## config.mk

```make
export PLATFORM = sky130hd
export DESIGN_NAME = soft_timer_bank
export DESIGN_NICKNAME = d
export VERILOG_FILES = /design/src/hdl/stb_pkg.sv /design/src/hdl/stb_ram.sv /design/src/hdl/soft_timer_bank.sv
export VERILOG_INCLUDE_DIRS = /design/src /design/src/hdl
export SDC_FILE = /design/constraint.sdc
export NUM_CORES = 1
export LEC_CHECK = 0
export ABC_AREA = 1
export BUFFER_PORTS_ARGS = -buffer_cell sky130_fd_sc_hd__buf_2
export CAP_MARGIN = 15
export CELL_PAD_IN_SITES_DETAIL_PLACEMENT = 1
export CELL_PAD_IN_SITES_GLOBAL_PLACEMENT = 2
export CORE_ASPECT_RATIO = 2
export CORE_MARGIN = 2
export CORE_UTILIZATION = 38
export DETAILED_ROUTE_END_ITERATION = 6
export PLACE_DENSITY_LB_ADDON = 0.1
export SLEW_MARGIN = 0
export SYNTH_ARGS = -nofsm -noshare
export SYNTH_HDL_FRONTEND = slang
export SYNTH_SLANG_ARGS = --single-unit
export TNS_END_PERCENT = 50
```

## constraint.sdc

```tcl
create_clock -name clk -period 5.2 [get_ports clk]
set_input_delay 0.78 -clock clk [delete_from_list [all_inputs] [get_ports clk]]
set_output_delay 0.78 -clock clk [all_outputs]
set_load 0.02 [all_outputs]
```

## src/hdl/soft_timer_bank_macros.svh

```systemverilog
// Assertion helpers for the timer bank; clock clk, reset arst_n.
`ifndef SOFT_TIMER_BANK_MACROS_SVH
`define SOFT_TIMER_BANK_MACROS_SVH

`ifndef SYNTHESIS

`define STB_ASSERT_IMP(name, ante, cons) \
	name: assert property (@(posedge clk) disable iff (!arst_n) (ante) |-> (cons)) \
		else $error("assertion failed");

`define STB_ASSERT_NXT(name, ante, cons) \
	name: assert property (@(posedge clk) disable iff (!arst_n) (ante) |=> (cons)) \
		else $error("assertion failed");

`else

`define STB_ASSERT_IMP(name, ante, cons)

`define STB_ASSERT_NXT(name, ante, cons)

`endif

`endif

```

## src/hdl/stb_pkg.sv

```systemverilog
`timescale 1ns / 1ps
`default_nettype none

package stb_pkg;

	localparam int CMD_W       = 3;
	localparam int ID_W        = 8;
	localparam int DATA_W      = 32;
	localparam int PRESCALE_W  = 4;
	localparam int S_TDATA_W   = 48;
	localparam int M_TDATA_W   = 40;
	localparam int M_PAD_W     = M_TDATA_W - (1 + DATA_W + 1);

	localparam logic [PRESCALE_W-1:0] RUN_TIME_DIVISOR = 4'd10;

	typedef enum logic [CMD_W-1:0] {
		CMD_TICK       = 3'd0,
		CMD_START_ONCE = 3'd1,
		CMD_START_AUTO = 3'd2,
		CMD_STOP       = 3'd3,
		CMD_CHECK      = 3'd4
	} cmd_t;

	typedef enum logic [1:0] {
		ST_IDLE,
		ST_SWEEP,
		ST_DRAIN
	} state_t;

endpackage

`default_nettype wire

```

## src/hdl/stb_ram.sv

```systemverilog
`timescale 1ns / 1ps
`default_nettype none

module stb_ram #(
	parameter int WIDTH = 32,
	parameter int DEPTH = 8,
	localparam int AW = (DEPTH > 1) ? $clog2(DEPTH) : 1
) (
	input  wire logic             clk,
	input  wire logic             we,
	input  wire logic [AW-1:0]    waddr,
	input  wire logic [WIDTH-1:0] wdata,
	input  wire logic [AW-1:0]    raddr,
	output logic      [WIDTH-1:0] rdata
);

	logic [WIDTH-1:0] mem_q [DEPTH];
	logic [WIDTH-1:0] rdata_q;

	always_ff @(posedge clk) begin
		if (we) begin
			mem_q[waddr] <= wdata;
		end
		rdata_q <= mem_q[raddr];
	end

	assign rdata = rdata_q;

endmodule

`default_nettype wire

```

## src/hdl/soft_timer_bank.sv

```systemverilog
// Bank of NUM_TIMERS countdown timers with a 32-bit run-time counter.
// Requests arrive on the s_ group: s_tdata carries cmd, timer_id and period.
// Each request yields one result on the m_ group: expired, run_time, bad_id.
// Configuration: cfg_we writes cfg_wdata into the divide-by-ten select; write
// it only while the bank is idle.
// Latency: the result is presented the cycle after the request is taken.
// Start, stop and check leave the bank idle for the next request. A tick
// occupies the bank from its accepting cycle through a sweep state, in which one
// shared decrement-and-compare unit walks the count memory one timer per cycle,
// read and write-back overlapped, and a drain state that writes the last timer back.
// The result register decouples the sides: a new request is taken while the
// previous result is being taken, but not while it is held by a stall on
// m_tready, nor during a tick's sweep and drain states.
// Reset clears valid bits, flags, modes, divide-by-ten select, run-time counter
// and prescaler; memory counts and reloads are masked by per-timer valid bits.
`timescale 1ns / 1ps
`default_nettype none

module soft_timer_bank #(
	parameter int NUM_TIMERS = 8
) (
	input  wire logic                           clk,
	input  wire logic                           arst_n,
	input  wire logic                           cfg_we,
	input  wire logic                           cfg_wdata,
	input  wire logic                           s_tvalid,
	output logic                                s_tready,
	// cmd[2:0], timer_id[10:3], period[42:11], zero fill
	input  wire logic [stb_pkg::S_TDATA_W-1:0] s_tdata,
	output logic                                m_tvalid,
	input  wire logic                           m_tready,
	// expired[0], run_time[32:1], bad_id[33], zero fill
	output logic      [stb_pkg::M_TDATA_W-1:0] m_tdata
);

`include "soft_timer_bank_macros.svh"

	localparam int IdxW = (NUM_TIMERS > 1) ? $clog2(NUM_TIMERS) : 1;
	localparam logic [IdxW-1:0] LastIdx = IdxW'(NUM_TIMERS - 1);

	logic [stb_pkg::CMD_W-1:0]  cmd;
	logic [stb_pkg::ID_W-1:0]   timer_id;
	logic [stb_pkg::DATA_W-1:0] period;
	logic [IdxW-1:0]            id_idx;
	logic                       id_ok;
	logic                       s_acc;
	logic                       is_tick, is_start, is_stop, is_check, is_timer_cmd;

	stb_pkg::state_t state_q, state_d;
	logic [IdxW-1:0] rd_idx_q, rd_idx_d;

	logic            valid_s1;
	logic [IdxW-1:0] idx_s1;

	logic [NUM_TIMERS-1:0] valid_q, flag_q, auto_q;
	logic                  div_ten_q;
	logic [stb_pkg::DATA_W-1:0]     run_time_q, run_time_d;
	logic [stb_pkg::PRESCALE_W-1:0] prescale_q, prescale_d, prescale_inc;

	logic                       rem_we, rld_we;
	logic [IdxW-1:0]            rem_waddr;
	logic [stb_pkg::DATA_W-1:0] rem_wdata;
	logic [stb_pkg::DATA_W-1:0] rem_rdata, rld_rdata;
	logic [stb_pkg::DATA_W-1:0] rem_cur, rld_cur, rem_dec, rem_new;
	logic                       hit, fire, sw_we;

	logic                        m_tvalid_q;
	logic [stb_pkg::M_TDATA_W-1:0] m_tdata_q;
	logic                        expired, bad_id;

	assign cmd      = s_tdata[2:0];
	assign timer_id = s_tdata[10:3];
	assign period   = s_tdata[42:11];
	assign id_idx   = timer_id[IdxW-1:0];
	assign id_ok    = timer_id < stb_pkg::ID_W'(NUM_TIMERS);

	assign is_tick      = cmd == stb_pkg::CMD_TICK;
	assign is_start     = (cmd == stb_pkg::CMD_START_ONCE) || (cmd == stb_pkg::CMD_START_AUTO);
	assign is_stop      = cmd == stb_pkg::CMD_STOP;
	assign is_check     = cmd == stb_pkg::CMD_CHECK;
	assign is_timer_cmd = is_start || is_stop || is_check;

	assign s_tready = (state_q == stb_pkg::ST_IDLE) && (!m_tvalid_q || m_tready);
	assign s_acc    = s_tvalid && s_tready;

	// sweep sequencer
	always_ff @(posedge clk or negedge arst_n) begin
		if (!arst_n) begin
			state_q  <= stb_pkg::ST_IDLE;
			rd_idx_q <= '0;
			valid_s1 <= 1'b0;
		end else begin
			state_q  <= state_d;
			rd_idx_q <= rd_idx_d;
			valid_s1 <= state_q == stb_pkg::ST_SWEEP;
		end
	end

	always_ff @(posedge clk) begin
		idx_s1 <= rd_idx_q;
	end

	always_comb begin
		state_d  = state_q;
		rd_idx_d = rd_idx_q;
		unique case (state_q)
			stb_pkg::ST_IDLE: begin
				if (s_acc && is_tick) begin
					state_d  = stb_pkg::ST_SWEEP;
					rd_idx_d = '0;
				end
			end
			stb_pkg::ST_SWEEP: begin
				if (rd_idx_q == LastIdx) begin
					state_d = stb_pkg::ST_DRAIN;
				end else begin
					rd_idx_d = rd_idx_q + 1'b1;
				end
			end
			stb_pkg::ST_DRAIN: begin
				state_d = stb_pkg::ST_IDLE;
			end
			default: begin
				state_d = stb_pkg::ST_IDLE;
			end
		endcase
	end

	// shared decrement and compare
	assign rem_cur = valid_q[idx_s1] ? rem_rdata : '0;
	assign rld_cur = valid_q[idx_s1] ? rld_rdata : '0;
	assign rem_dec = rem_cur - 1'b1;
	assign hit     = rem_cur != '0;
	assign fire    = hit && (rem_dec == '0);
	assign rem_new = (fire && auto_q[idx_s1]) ? rld_cur : rem_dec;
	assign sw_we   = valid_s1 && hit;

	assign rem_we    = sw_we || (s_acc && id_ok && (is_start || (is_stop && valid_q[id_idx])));
	assign rem_waddr = valid_s1 ? idx_s1 : id_idx;
	assign rem_wdata = valid_s1 ? rem_new : (is_start ? period : '0);
	assign rld_we    = s_acc && id_ok && is_start;

	stb_ram #(
		.WIDTH(stb_pkg::DATA_W),
		.DEPTH(NUM_TIMERS)
	) u_rem_ram (
		.clk  (clk),
		.we   (rem_we),
		.waddr(rem_waddr),
		.wdata(rem_wdata),
		.raddr(rd_idx_q),
		.rdata(rem_rdata)
	);

	stb_ram #(
		.WIDTH(stb_pkg::DATA_W),
		.DEPTH(NUM_TIMERS)
	) u_rld_ram (
		.clk  (clk),
		.we   (rld_we),
		.waddr(id_idx),
		.wdata(period),
		.raddr(rd_idx_q),
		.rdata(rld_rdata)
	);

	// per-timer flags
	always_ff @(posedge clk or negedge arst_n) begin
		if (!arst_n) begin
			valid_q <= '0;
			flag_q  <= '0;
			auto_q  <= '0;
		end else begin
			if (valid_s1 && fire) begin
				flag_q[idx_s1] <= 1'b1;
			end
			if (s_acc && id_ok) begin
				if (is_start) begin
					valid_q[id_idx] <= 1'b1;
					flag_q[id_idx]  <= 1'b0;
					auto_q[id_idx]  <= cmd == stb_pkg::CMD_START_AUTO;
				end else if (is_stop) begin
					flag_q[id_idx] <= 1'b0;
					auto_q[id_idx] <= 1'b0;
				end else if (is_check) begin
					flag_q[id_idx] <= 1'b0;
				end
			end
		end
	end

	// run-time counter
	assign prescale_inc = prescale_q + 1'b1;

	always_comb begin
		run_time_d = run_time_q;
		prescale_d = prescale_q;
		if (is_tick) begin
			if (!div_ten_q) begin
				run_time_d = run_time_q + 1'b1;
			end else if (prescale_inc >= stb_pkg::RUN_TIME_DIVISOR) begin
				prescale_d = '0;
				run_time_d = run_time_q + 1'b1;
			end else begin
				prescale_d = prescale_inc;
			end
		end
	end

	always_ff @(posedge clk or negedge arst_n) begin
		if (!arst_n) begin
			div_ten_q  <= 1'b0;
			run_time_q <= '0;
			prescale_q <= '0;
		end else begin
			if (cfg_we) begin
				div_ten_q <= cfg_wdata;
			end
			if (s_acc) begin
				run_time_q <= run_time_d;
				prescale_q <= prescale_d;
			end
		end
	end

	// result register
	assign expired = s_acc && is_check && id_ok && flag_q[id_idx];
	assign bad_id  = is_timer_cmd && !id_ok;

	always_ff @(posedge clk or negedge arst_n) begin
		if (!arst_n) begin
			m_tvalid_q <= 1'b0;
		end else if (s_acc) begin
			m_tvalid_q <= 1'b1;
		end else if (m_tready) begin
			m_tvalid_q <= 1'b0;
		end
	end

	always_ff @(posedge clk) begin
		if (s_acc) begin
			m_tdata_q <= {{stb_pkg::M_PAD_W{1'b0}}, bad_id, run_time_d, expired};
		end
	end

	assign m_tvalid = m_tvalid_q;
	assign m_tdata  = m_tdata_q;

	`STB_ASSERT_NXT(a_tick_starts_sweep, s_acc && is_tick,
		(state_q == stb_pkg::ST_SWEEP) && (rd_idx_q == '0))
	`STB_ASSERT_NXT(a_cmd_stays_idle, s_acc && !is_tick, state_q == stb_pkg::ST_IDLE)
	`STB_ASSERT_IMP(a_wb_only_in_sweep, valid_s1, state_q != stb_pkg::ST_IDLE)
	`STB_ASSERT_IMP(a_prescale_range, 1'b1, prescale_q < stb_pkg::RUN_TIME_DIVISOR)

endmodule

`default_nettype wire
```

==> impl_metrics.env <==
export IMPL_finalSetupTns_ns=0
export IMPL_grt_overflow=0
export IMPL_vias_per_cell=5.431
export IMPL_drc=0
export IMPL_worst_r2r_cell_count=19
export IMPL_cts_sinks=681
export IMPL_layout_common_cells="edfxtp_1, nor2_1, nand2_1, o21ai_0, inv_1"
export IMPL_clk_pin_slew_ns=0.07
export IMPL_fin_crit_ns=4.389
export IMPL_synth_edf_count=546
export IMPL_netlist_instances=2595
export IMPL_fin_ws_ns=0.8110
export IMPL_area_growth_pct=13.09
export IMPL_setup_violations=0
export IMPL_numCtsBuffers=66
export IMPL_rsz0062_at_grt="no"
export IMPL_portBuffers=84
export IMPL_cts_tree="done"
export IMPL_coreArea_um2=73740
export IMPL_clockBufferDepth=3
export IMPL_grt_pass1_vias=21250
export IMPL_yosysSeqAreaShare_pct=68.74
export IMPL_cts_root_buffer="clkbuf_16"
export IMPL_min_path_type="primary input to flop"
export IMPL_grtUsageTotal_pct=21.61
export IMPL_ir_worst_vdd_v=0.0004473
export IMPL_critPathArrivalTime_ns=4.69
export IMPL_timing_fmax_ghz=0.2278
export IMPL_dp_cells=3514
export IMPL_hold_viol_final=0
export IMPL_period_share_pct=84.40
export IMPL_required_ns=5.50
export IMPL_drv_slew=0
export IMPL_final_common_cell="edfxtp_1"
export IMPL_critical_path_class="flop to flop"
export IMPL_cts_resized=0
export IMPL_pin_count=96
export IMPL_fillers=7983
export IMPL_hold_depth=2
export IMPL_firstDrtPassIters=5
export IMPL_synth_ff_type="edfxtp_1"
export IMPL_cts_max_level=3
export IMPL_post_drt_wl_per_cell_um=22.51
export IMPL_layout_drive_gt1_share_pct=10.42
export IMPL_power_leakage_uw=0.01167
export IMPL_slowest_delay_ns=0.58
export IMPL_dr_total_vias=19740
export IMPL_final_cells=3635
export IMPL_start_kind="flop"
export IMPL_synth_area_um2=28280
export IMPL_grt_pass1_wl_mm=125.1
export IMPL_synth_area_per_cell_um2=10.90
export IMPL_wirelength_mm=81.81
export IMPL_end_kind="flop"
export IMPL_fin_util_pct=43.37
export IMPL_cellPowerDensity_nw_per_um2=597.3
export IMPL_relSlewSlack_pct=29.11
export IMPL_ys_types=47
export IMPL_num_antenna_cells=0
export IMPL_first_iter_violations=843
export IMPL_dieArea_um2=76750
export IMPL_fin_worst_skew_ns=0.01509
export IMPL_worst_pin_slew_ns=1.063
export IMPL_crit_chain="inv_4 > nor2_1 > nor2_1 > nor2_2 > nand2_4 > nand2_1 > ha_1 > nand2_1 > nor2_2 > nand3b_1 > nand2_1 > nand2_1 > nor2_1 > nand2_1 > nor2_4 > buf_4 > nand4_1 > nand3_1 > nand2_1"
export IMPL_crit_fanout=14
export IMPL_max_cap_viol_count=0
export IMPL_yosys_warnings=0
export IMPL_clk_insertion_delay_late_ns=0.65
export IMPL_die_h_um=389.8
export IMPL_dpl_instance_area_um2=29830
export IMPL_place_hpwl_mm=51.33
export IMPL_std_cell_rows=141
export IMPL_gp_congestion=0.8567
export IMPL_dp_slack_ns=0.7671
export IMPL_fin_nets=2715
export IMPL_synth_seq_cells=681
export IMPL_die_x_um=196.9
export IMPL_ant_nets=0
export IMPL_grt_max_degree=165
export IMPL_outcome="complete, no violations"
export IMPL_antenna_found_initial=1
export IMPL_stdcell_area_um2=31980
export IMPL_cp_common_cell="nand2_1"
export IMPL_async_flop_share_pct=9.985
export IMPL_cp_slowest_cell="dfxtp_1"
export IMPL_start_util_pct=38.35
-- registers in the layout (all words and copies together), names as in the netlist, 2 cells and up --
signal,cells
auto_q,8
u_rem_ram.mem_q,256
run_time_q,32
idx_s1,3
valid_q,8
u_rld_ram.rdata,32
u_rld_ram.mem_q,256
state_q,2
flag_q,8
rd_idx_q,3
m_tdata,34
u_rem_ram.rdata,32
prescale_q,4
-- cell families after synthesis --
logic type | count (synthesis) | share of synthesized area, %
muxes | 1 | 0.03540
adders and majority gates | 7 | 0.3097
buffers and inverters | 265 | 3.845
other | 1 | 0.01326
AOI/OAI and AO/OA | 505 | 10.05
DFF | 681 | 68.74
and+or+nand+nor | 1100 | 15.92
xor gates and xnor gates | 35 | 1.084
-- what timing repair did --
item / in CTS / in global routing
hold buffers: 1 / 0
endpoints found under the hold margin: 8 / 0
buffers inserted: 0 / 0
-- final cells by class --
class / count / area (µm²) / area share, %
flip-flops and latches: 681 / 19450 / 60.81
multi-input cells: 1654 / 7896 / 24.69
well taps: 929 / 1162 / 3.635
clock buffers: 86 / 1778 / 5.559
repair buffers: 133 / 880.8 / 2.754
clock inverters: 34 / 360.3 / 1.127
inverters: 118 / 455.4 / 1.424
-- cells in the mapped netlist, types with 4 or more instances --
master    instances  area share, %
edfxtp_1        546             58
nor2_1          529            7.0
nand2_1         384            5.1
o21ai_0         322            5.7
clkbuf_1        111            1.5
inv_1           111            1.5
nand3_1          69            1.2
dfrtp_1          68            6.0
o22ai_1          68            1.5
dfxtp_1          67            4.7
a31oi_1          64            1.4
nand4_1          54            1.2
nor3_1           31           0.55
xor2_1           30           0.93
o41ai_1          23           0.71
a21oi_1          14           0.25
buf_2            12           0.21
buf_4            10           0.27
buf_1             9           0.12
nand3b_1          9           0.24
nor2_2            8           0.18
ha_1              7           0.31
buf_6             5           0.20
xnor2_1           5           0.15
inv_2             4          0.053
nor4_1            4          0.088
or2_2             4          0.088
-- metrics by stage --
stage	hold slack, ns	total power [µW]
floorplan	0.3733	12050
global placement	0.4393	14220
detailed placement	0.4389	14470
CTS	0.2979	19380
global route	0.3509	20350
finish	0.3413	19100
-- power breakdown --
group          internal (µW)  total (µW)  leakage, µW  switching (µW)
clock                   2740        4830      0.00104            2090
combinational           1780        6480      0.00421            4700
sequential              7140        7790      0.00642             656
total                  11700       19100       0.0117            7450
-- layer usage --
metal | GRT usage, % | wire, µm
met1 | 23.85 | 31640
met2 | 40.49 | 44250
met3 | 3.230 | 2753
met4 | 9.692 | 3172
met5 | 0 | 0
-- path summary, 6_finish.rpt --
| path | end | slack (ns) | from |
|---|---|---|---|
| setup / recovery | u_rem_ram.mem_q[7][31] | 0.81 | idx_s1[0] |
| hold / removal | m_tvalid | 0.34 | m_tready |
| setup reg to reg | u_rem_ram.mem_q[7][31] | 0.81 | idx_s1[0] |
| hold reg to reg | valid_s1 | 0.44 | state_q[1] |
| max in group asynchronous | rd_idx_q[0] | 3.56 | arst_n |
| min in group asynchronous | valid_q[5] | 0.60 | arst_n |
-- worst max-delay path: cells and delay by family, from the launching register on --
kind          cells  cell delay, ns
buf+inv           2            0.38
fa+ha+maj         1            0.32
flops             1            0.58
simple gates     16            2.73
Power figures use the tool's default switching activity.
